<file path="src/hdl/fudv_pkg.sv">
// Shared types, constants and decode functions for the form URL decoder core.
// Used by form_url_decode_validate_core; has no dependencies of its own.
`timescale 1ns / 1ps

package fudv_pkg;

    localparam int BYTE_W      = 8;
    localparam int LINE_W      = 7;
    localparam int OUT_CNT_W   = 13;
    localparam int Q_DEPTH     = 4;
    localparam int Q_PTR_W     = 2;
    localparam int Q_CNT_W     = 3;

    localparam logic [BYTE_W-1:0] CH_PERCENT = 8'h25;
    localparam logic [BYTE_W-1:0] CH_PLUS    = 8'h2B;
    localparam logic [BYTE_W-1:0] CH_MINUS   = 8'h2D;
    localparam logic [BYTE_W-1:0] CH_SPACE   = 8'h20;
    localparam logic [BYTE_W-1:0] CH_NEWLINE = 8'h0A;
    localparam logic [BYTE_W-1:0] CH_TAB     = 8'h09;
    localparam logic [BYTE_W-1:0] CH_CR      = 8'h0D;
    localparam logic [BYTE_W-1:0] CH_ZERO    = 8'h30;
    localparam logic [BYTE_W-1:0] CH_NINE    = 8'h39;
    localparam logic [BYTE_W-1:0] CH_LO_A    = 8'h61;
    localparam logic [BYTE_W-1:0] CH_LO_F    = 8'h66;
    localparam logic [BYTE_W-1:0] CH_UP_A    = 8'h41;
    localparam logic [BYTE_W-1:0] CH_UP_F    = 8'h46;
    localparam logic [BYTE_W-1:0] PRINT_LO   = 8'd32;
    localparam logic [BYTE_W-1:0] PRINT_HI   = 8'd126;
    localparam logic [LINE_W-1:0] LINE_SAT   = 7'd127;
    localparam logic [LINE_W-1:0] MAX_LINE_RESET = 7'd80;

    typedef enum logic [1:0] {
        ESC_IDLE = 2'd0,
        ESC_PCT  = 2'd1,
        ESC_HEX1 = 2'd2
    } t_esc_phase;

    typedef struct packed {
        logic [LINE_W-1:0] line_len;
        logic              ok;
        logic              stopped;
    } t_chk;

    typedef struct packed {
        logic [BYTE_W-1:0]    data;
        logic                 last;
        logic                 text_ok;
        logic [OUT_CNT_W-1:0] count;
    } t_item;

    function automatic logic is_hex(input logic [BYTE_W-1:0] c);
        return (c >= CH_ZERO && c <= CH_NINE) || (c >= CH_LO_A && c <= CH_LO_F) ||
               (c >= CH_UP_A && c <= CH_UP_F);
    endfunction

    function automatic logic [3:0] hex_val(input logic [BYTE_W-1:0] c);
        logic [BYTE_W-1:0] v;
        v = 8'd0;
        if (c >= CH_ZERO && c <= CH_NINE) begin
            v = c - CH_ZERO;
        end else if (c >= CH_LO_A && c <= CH_LO_F) begin
            v = c - CH_LO_A + 8'd10;
        end else if (c >= CH_UP_A && c <= CH_UP_F) begin
            v = c - CH_UP_A + 8'd10;
        end
        return v[3:0];
    endfunction

    function automatic logic is_blank(input logic [BYTE_W-1:0] c);
        return (c == CH_SPACE) || (c >= CH_TAB && c <= CH_CR);
    endfunction

    function automatic logic [BYTE_W-1:0] parse_pair(input logic [BYTE_W-1:0] a,
                                                    input logic [BYTE_W-1:0] b);
        logic [BYTE_W-1:0] r;
        logic [BYTE_W-1:0] hb;
        hb = {4'd0, hex_val(b)};
        r  = 8'd0;
        if (is_hex(a)) begin
            r = is_hex(b) ? {hex_val(a), hex_val(b)} : {4'd0, hex_val(a)};
        end else if (is_blank(a) || a == CH_PLUS) begin
            r = is_hex(b) ? hb : 8'd0;
        end else if (a == CH_MINUS) begin
            r = is_hex(b) ? 8'd0 - hb : 8'd0;
        end
        return r;
    endfunction

    // Advances the printable and line-length check by one decoded byte.
    function automatic t_chk chk_update(input t_chk s, input logic [BYTE_W-1:0] d,
                                        input logic [LINE_W-1:0] max_len);
        t_chk r;
        r = s;
        if (!s.stopped && s.ok) begin
            if (d == 8'd0) begin
                r.stopped = 1'b1;
            end else if (d == CH_NEWLINE) begin
                r.line_len = '0;
            end else if (d < PRINT_LO || d > PRINT_HI) begin
                r.ok = 1'b0;
            end else begin
                if (s.line_len < LINE_SAT) begin
                    r.line_len = s.line_len + 7'd1;
                end
                if (r.line_len > max_len) begin
                    r.ok = 1'b0;
                end
            end
        end
        return r;
    endfunction

endpackage

</file>
<file path="src/hdl/form_url_decode_validate_core.sv">
// Form URL decoder with printable-text and line-length checking.
// Results are registered in a four-entry result queue that drives the outputs.
// Throughput: one request per cycle while o_stall is low; a request that yields two
// results occupies the output for both of them in turn.
// Reset (synchronous, active low) clears the stream state and the queue and
// sets the line limit to 80. Depends on fudv_pkg.
`timescale 1ns / 1ps

module form_url_decode_validate_core #(
    parameter int MAX_TEXT_LEN = 4096
) (
    input  logic                          i_clk,
    input  logic                          i_rst_n,
    input  logic                          i_valid,
    output logic                          o_stall,
    input  logic [fudv_pkg::BYTE_W-1:0]   i_in_byte,
    input  logic                          i_in_last,
    output logic                          o_valid,
    input  logic                          i_stall,
    output logic [fudv_pkg::BYTE_W-1:0]   o_out_byte,
    output logic                          o_out_last,
    output logic                          o_text_valid,
    output logic [fudv_pkg::OUT_CNT_W-1:0] o_decoded_count,
    input  logic                          i_cfg_valid,
    output logic                          o_cfg_ready,
    input  logic [fudv_pkg::LINE_W-1:0]   i_cfg_data
);
    import fudv_pkg::*;

    localparam int CW = $clog2(MAX_TEXT_LEN + 1);
    localparam logic [CW-1:0] CNT_MAX = CW'(MAX_TEXT_LEN);

    logic [LINE_W-1:0]  r_max_len;
    t_esc_phase         r_esc, n_esc;
    logic [BYTE_W-1:0]  r_held, n_held;
    t_chk               r_chk, n_chk;
    logic [CW-1:0]      r_bc, n_bc;

    t_item              r_q [Q_DEPTH];
    logic [Q_PTR_W-1:0] r_wr_ptr, r_rd_ptr;
    logic [Q_CNT_W-1:0] r_q_cnt;

    logic               accept;
    logic               pop;
    logic [1:0]         push;
    logic [BYTE_W-1:0]  plain;
    logic [BYTE_W-1:0]  d0, d1;
    logic               last0;
    t_chk               chk0, chk1, chk_cur;
    logic [CW-1:0]      cnt0, cnt1;
    t_item              res0, res1;

    assign o_cfg_ready = 1'b1;
    assign o_stall     = (r_q_cnt > Q_CNT_W'(Q_DEPTH - 2));
    assign accept      = i_valid && !o_stall;
    assign o_valid     = (r_q_cnt != '0);
    assign pop         = o_valid && !i_stall;

    assign o_out_byte      = r_q[r_rd_ptr].data;
    assign o_out_last      = r_q[r_rd_ptr].last;
    assign o_text_valid    = r_q[r_rd_ptr].text_ok;
    assign o_decoded_count = r_q[r_rd_ptr].count;

    assign plain = (i_in_byte == CH_PLUS) ? CH_SPACE : i_in_byte;

    always_comb begin
        n_esc = r_esc;
        if (accept) begin
            case (r_esc)
                ESC_PCT: begin
                    n_esc = i_in_last ? ESC_IDLE : ESC_HEX1;
                end
                ESC_HEX1: begin
                    n_esc = ESC_IDLE;
                end
                default: begin
                    n_esc = (i_in_byte == CH_PERCENT && !i_in_last) ? ESC_PCT : ESC_IDLE;
                end
            endcase
        end
    end

    always_comb begin
        push   = 2'd0;
        d0     = plain;
        d1     = plain;
        last0  = i_in_last;
        n_held = r_held;
        case (r_esc)
            ESC_PCT: begin
                if (i_in_last) begin
                    push  = 2'd2;
                    d0    = CH_PERCENT;
                    last0 = 1'b0;
                end else begin
                    n_held = i_in_byte;
                end
            end
            ESC_HEX1: begin
                push   = 2'd1;
                d0     = parse_pair(r_held, i_in_byte);
                n_held = '0;
            end
            default: begin
                if (i_in_byte == CH_PERCENT) begin
                    if (i_in_last) begin
                        push = 2'd1;
                        d0   = CH_PERCENT;
                    end
                end else begin
                    push = 2'd1;
                end
            end
        endcase

        chk0 = chk_update(r_chk, d0, r_max_len);
        chk1 = chk_update(chk0, d1, r_max_len);
        cnt0 = (r_bc < CNT_MAX) ? r_bc + 1'b1 : r_bc;
        cnt1 = (cnt0 < CNT_MAX) ? cnt0 + 1'b1 : cnt0;

        res0.data    = d0;
        res0.last    = last0;
        res0.text_ok = chk0.ok;
        res0.count   = OUT_CNT_W'(cnt0);
        res1.data    = d1;
        res1.last    = 1'b1;
        res1.text_ok = chk1.ok;
        res1.count   = OUT_CNT_W'(cnt1);

        chk_cur = r_chk;
        n_bc    = r_bc;
        if (push == 2'd1) begin
            chk_cur = chk0;
            n_bc    = cnt0;
        end else if (push == 2'd2) begin
            chk_cur = chk1;
            n_bc    = cnt1;
        end
        n_chk = chk_cur;

        if (i_in_last) begin
            n_held         = '0;
            n_chk.line_len = '0;
            n_chk.ok       = 1'b1;
            n_chk.stopped  = 1'b0;
            n_bc           = '0;
        end
    end

    always_ff @(posedge i_clk) begin
        if (!i_rst_n) begin
            r_max_len    <= MAX_LINE_RESET;
            r_esc        <= ESC_IDLE;
            r_held       <= '0;
            r_chk.line_len <= '0;
            r_chk.ok     <= 1'b1;
            r_chk.stopped <= 1'b0;
            r_bc         <= '0;
            r_wr_ptr     <= '0;
            r_rd_ptr     <= '0;
            r_q_cnt      <= '0;
        end else begin
            if (i_cfg_valid && o_cfg_ready) begin
                r_max_len <= i_cfg_data;
            end
            if (accept) begin
                r_esc    <= n_esc;
                r_held   <= n_held;
                r_chk    <= n_chk;
                r_bc     <= n_bc;
                r_wr_ptr <= r_wr_ptr + Q_PTR_W'(push);
            end
            if (pop) begin
                r_rd_ptr <= r_rd_ptr + 1'b1;
            end
            r_q_cnt <= r_q_cnt + Q_CNT_W'(accept ? push : 2'd0) - Q_CNT_W'(pop);
        end
    end

    always_ff @(posedge i_clk) begin
        if (accept && push != 2'd0) begin
            r_q[r_wr_ptr] <= res0;
        end
        if (accept && push == 2'd2) begin
            r_q[r_wr_ptr + 1'b1] <= res1;
        end
    end

endmodule

</file>
<file path="config.mk">
export PLATFORM = sky130hd
export DESIGN_NAME = form_url_decode_validate_core
export DESIGN_NICKNAME = d
export VERILOG_FILES = /design/src/hdl/fudv_pkg.sv /design/src/hdl/form_url_decode_validate_core.sv
export SDC_FILE = /design/constraint.sdc
export NUM_CORES = 1
export LEC_CHECK = 0
export BUFFER_PORTS_ARGS = -buffer_cell sky130_fd_sc_hd__buf_2
export CORE_UTILIZATION = 28
export CTS_CLUSTER_SIZE = 14
export DETAILED_ROUTE_END_ITERATION = 8
export PLACE_DENSITY = 0.5
export SYNTH_ARGS = -nofsm -noshare
export SYNTH_HDL_FRONTEND = slang
export SYNTH_SLANG_ARGS = --single-unit
</file>
<file path="constraint.sdc">
create_clock -name i_clk -period 8.09 [get_ports i_clk]
set_input_delay 2.427 -clock i_clk [delete_from_list [all_inputs] [get_ports i_clk]]
set_output_delay 2.427 -clock i_clk [all_outputs]
set_load 0.05 [all_outputs]
</file>
==> results_dict.tcl <==
set metrics [dict create \
    synth_xor_area_frac 0.0248 \
    die_area_um2 32300 \
    final_antenna_net_count 0 \
    period_share 0.955 \
    fp-row-count 64 \
    wl_um 25200 \
    hold_start "r_q[1][14]$_SDFFE_PP1P_" \
    worstRegToRegCells 25 \
    hold_end "r_q[1][14]$_SDFFE_PP1P_" \
    min_delay_path_depth 2 \
    tritoncts "built" \
    sw_frac_of_total 0.362 \
    sequentialPowerShare 0.373 \
    synth_fa_ha_area_frac 0.0476 \
    required_ns 8.27 \
    postCtsSetupRepairBufs 0 \
    cpPeakStageDelay_ns 0.62 \
    r2r_start "r_held[0]$_SDFFE_PN0P_" \
    grt_max_degree 49 \
    skew_ns 0.00639 \
    cp_num_buf_inv 3 \
    grt_antenna_before_repair 1 \
    insertion_delay_ns 0.43 \
    final_net_count 1036 \
    critPathArrivalTime_ns 7.90 \
    multiInputGateArea_um2 4780 \
    drc 8 \
    max_cap_violations 0 \
    period_needed_ns 7.73 \
    syn_area_per_cell_um2 9.59 \
    critPathMostFrequentCell "o21a_1" \
    switchingPower_w 0.000870 \
    gp_congestion 0.874 \
    yosys.area_share.simple 0.195 \
    internal-power_w 0.00153 \
    endpoint_kind "register" \
    drt_iter0_drc 805 \
    regArea_um2 3680 \
    io_buffers 45 \
    cts-root-buf "clkbuf_16" \
    crit_fanout 11 \
    maxSlewHeadroom 0.313 \
    yosysSeqAreaShare 0.417 \
    clockBufferDepth 2 \
    first_pass_iters 9 \
    grt_pass1_wl_um 39800 \
    synth_cells 921 \
    violations "design-rule violations" \
    synth_top_cell_by_area "edfxtp_1" \
    timing.fmax_mhz 129 \
    wl_per_cell_um 18.1 \
    critPathKind "input pin to register" \
    ys.warnings.count 0 \
    synthMuxAreaShare 0.0775 \
    dp_hpwl_um 17800 \
    synth_seq_cells 140 \
    r2r_end "r_q[3][13]$_DFFE_PP_" \
    overflow 0 \
    clk_pin_slew_ns 0.07 \
    synth_edf_count 88 \
    start_util 0.286 \
    pwr_density_cell_nw_per_um2 233 \
    cts_buffers 17 \
    core_area_um2 30800 \
    min_path_type "register to register" \
    cp_slowest_cell "a2111oi_2" \
    synth_area_leaders "edfxtp_1, dfxtp_1, mux4_2" \
    leakagePower_nw 3.79 \
    hold_viol_final 0 \
    vias 7300 \
    synth_top_family_by_area "simple AND/OR/NAND/NOR gates" \
    setup-violations-final 0 \
    area_delta_synth_final_pct 17.0 \
    slew_viol_final 0 \
    worstMarginPinSlew_ns 1.02 \
    reg2reg_slack_ns 2.05 \
    groute.usage.overall 0.158 \
    cts_sinks 140 \
    start_kind "input pin" \
    netlist_area_um2 8830 \
    rsz0062_at_grt "false" \
    synth_top_area_share 0.299 \
    power_frac_clock 0.338 \
    synth-compound-area-share 0.194 \
    comb_power_share 0.290 \
    cts_htree_levels 4 \
    synth-async-reset-ratio 0 \
    status "finished, violations left" \
    first_global_vias 6935 \
    fillers 3145 \
    synth_ff_type "edfxtp_1" \
    fin_tns_setup_ns 0 \
    die_x_um 180 \
    die_y_um 180 \
    hold_ws_ns 0.511 \
    synth_cell_type_count 87 \
    synth_fp_nets 975 \
    via_per_inst 5.24 \
    crit_family "compound AO/OA/AOI/OAI gates" \
    power.ir.vdd_worst_v 0.000163 \
    drive_gt1_frac 0.182 \
    ios 47 \
]
cells in the mapped netlist (8+ instances only):
| master | instances |
|---|---|
| ha_1 | 32 |
| and2_1 | 20 |
| xnor2_1 | 16 |
| a22oi_1 | 16 |
| inv_1 | 39 |
| nand3_1 | 17 |
| clkbuf_1 | 42 |
| o22ai_1 | 46 |
| o21ai_0 | 61 |
| mux2i_1 | 11 |
| and3_1 | 11 |
| nor2b_1 | 34 |
| nor2_1 | 64 |
| a21oi_1 | 44 |
| edfxtp_1 | 88 |
| xor2_1 | 9 |
| mux4_2 | 23 |
| a21boi_0 | 10 |
| o21a_1 | 10 |
| nand4_1 | 8 |
| nand2b_1 | 15 |
| nand2_1 | 98 |
| nor3_1 | 23 |
| dfxtp_1 | 52 |
through the flow:
| step | cell area (µm²) | utilization | setup WS, ns | power (W) | cells |
|---|---|---|---|---|---|
| after floorplan | 8830 | - | 0.190 | 0.00143 | 921 |
| after global placement | 9720 | 0.315 | -0.346 | 0.00161 | 1359 |
| after detailed placement | 9720 | 0.315 | -0.412 | 0.00161 | 1359 |
| after CTS | 10300 | 0.335 | 0.0233 | 0.00243 | 1391 |
| after global routing | 10300 | 0.335 | 0.00732 | 0.00251 | 1391 |
| final | 10300 | 0.335 | 0.363 | 0.00240 | 1392 |
sequential cells by signal (all words and copies together), names as in the netlist, named ones only:
signal / count
r_q_cnt: 3
r_held: 8
r_chk: 9
r_bc: 13
r_wr_ptr: 2
r_esc: 2
r_rd_ptr: 2
r_max_len: 7
r_q: 92
repair_timing:
action	CTS	global route
hold buffers	0	0
endpoints found under the setup margin	0	5
resized for setup	0	1
endpoints found under the hold margin	0	0
layout make-up:
class,instances,share of cell area
clock inverter,15,0.0174
sequential,140,0.356
clock buffer,17,0.0412
inverter,40,0.0145
antenna,1,0.000242
tap,396,0.0479
multi-input combinational,686,0.463
timing repair buffer,97,0.0596
cells by family after synthesis:
| group | count (synthesis) |
|---|---|
| and+or+nand+nor | 329 |
| DFF | 140 |
| AOI/OAI and AO/OA | 259 |
| adders and majority gates | 33 |
| buffers and inverters | 95 |
| muxes | 39 |
| xor gates and xnor gates | 25 |
| other | 1 |
how the worst max path moves through the flow:
stage / endpoint / from / cells after the start / slack [ns]
6_report: r_q[3][13]$_DFFE_PP_ / i_in_byte[1] / 28 / 0.36
3_3_place_gp: r_q[0][13]$_DFFE_PP_ / i_in_byte[1] / 28 / -0.35
3_5_place_dp: r_q[3][13]$_DFFE_PP_ / i_in_byte[1] / 28 / -0.41
4_1_cts: r_q[3][13]$_DFFE_PP_ / i_in_byte[1] / 28 / 0.02
2_1_floorplan: r_q[0][13]$_DFFE_PP_ / i_in_byte[0] / 28 / 0.19
5_1_grt: r_q[3][13]$_DFFE_PP_ / i_in_byte[1] / 28 / 0.007
power by group through the flow:
stage,registers [W],logic [W],clock network [W]
2_1_floorplan,0.000865,0.000563,0
3_3_place_gp,0.000912,0.000698,0
3_5_place_dp,0.000915,0.000700,0
4_1_cts,0.000899,0.000702,0.000829
5_1_grt,0.000909,0.000745,0.000859
6_report,0.000896,0.000697,0.000812
per-layer routing:
metal | GRT usage | vias up | share of wire
met5 | 0 | - | 0
met4 | 0.0497 | 0 | 0.015
met2 | 0.250 | 210 | 0.46
li1 | - | 3557 | -
met1 | 0.221 | 3511 | 0.47
met3 | 0.0257 | 22 | 0.051
worst register-to-register path, cell delays in order, from the launching register on:
cell and delay (ns):
dfxtp_1 0.45, inv_1 0.12, ha_1 0.28, mux2i_1 0.16, o32ai_2 0.36, a211oi_1 0.20
a211oi_2 0.32, nor3_1 0.15, or4_4 0.55, o311ai_4 0.38, buf_4 0.26, mux2i_1 0.11
or3_4 0.40, nand2_1 0.09, xor2_1 0.06, ha_1 0.30, o21a_1 0.12, o21a_1 0.11
o21a_1 0.11, o21a_1 0.10, o21a_1 0.11, o22a_1 0.13, nor4_1 0.05, a2111oi_2 0.62
o21a_1 0.22, nor2_1 0.04
cells in the final DEF (no fill, tap or decap), types with 6 or more instances in the layout:
master      n
nand2_1    98
edfxtp_1   88
nor2_1     64
o21ai_0    61
buf_4      52
dfxtp_1    51
o22ai_1    46
buf_2      45
a21oi_1    44
inv_1      39
nor2b_1    34
ha_1       32
mux4_2     23
nor3_1     22
and2_1     20
nand3_1    17
clkbuf_16  17
xnor2_1    16
a22oi_1    16
nand2b_1   15
and3_1     11
mux2i_1    11
a21boi_0   10
o21a_1     10
xor2_1      9
nand4_1     8
a211oi_1    6
o21ai_1     6
nor4_1      6
inv_6       6
(Power assumes the default switching activity.)
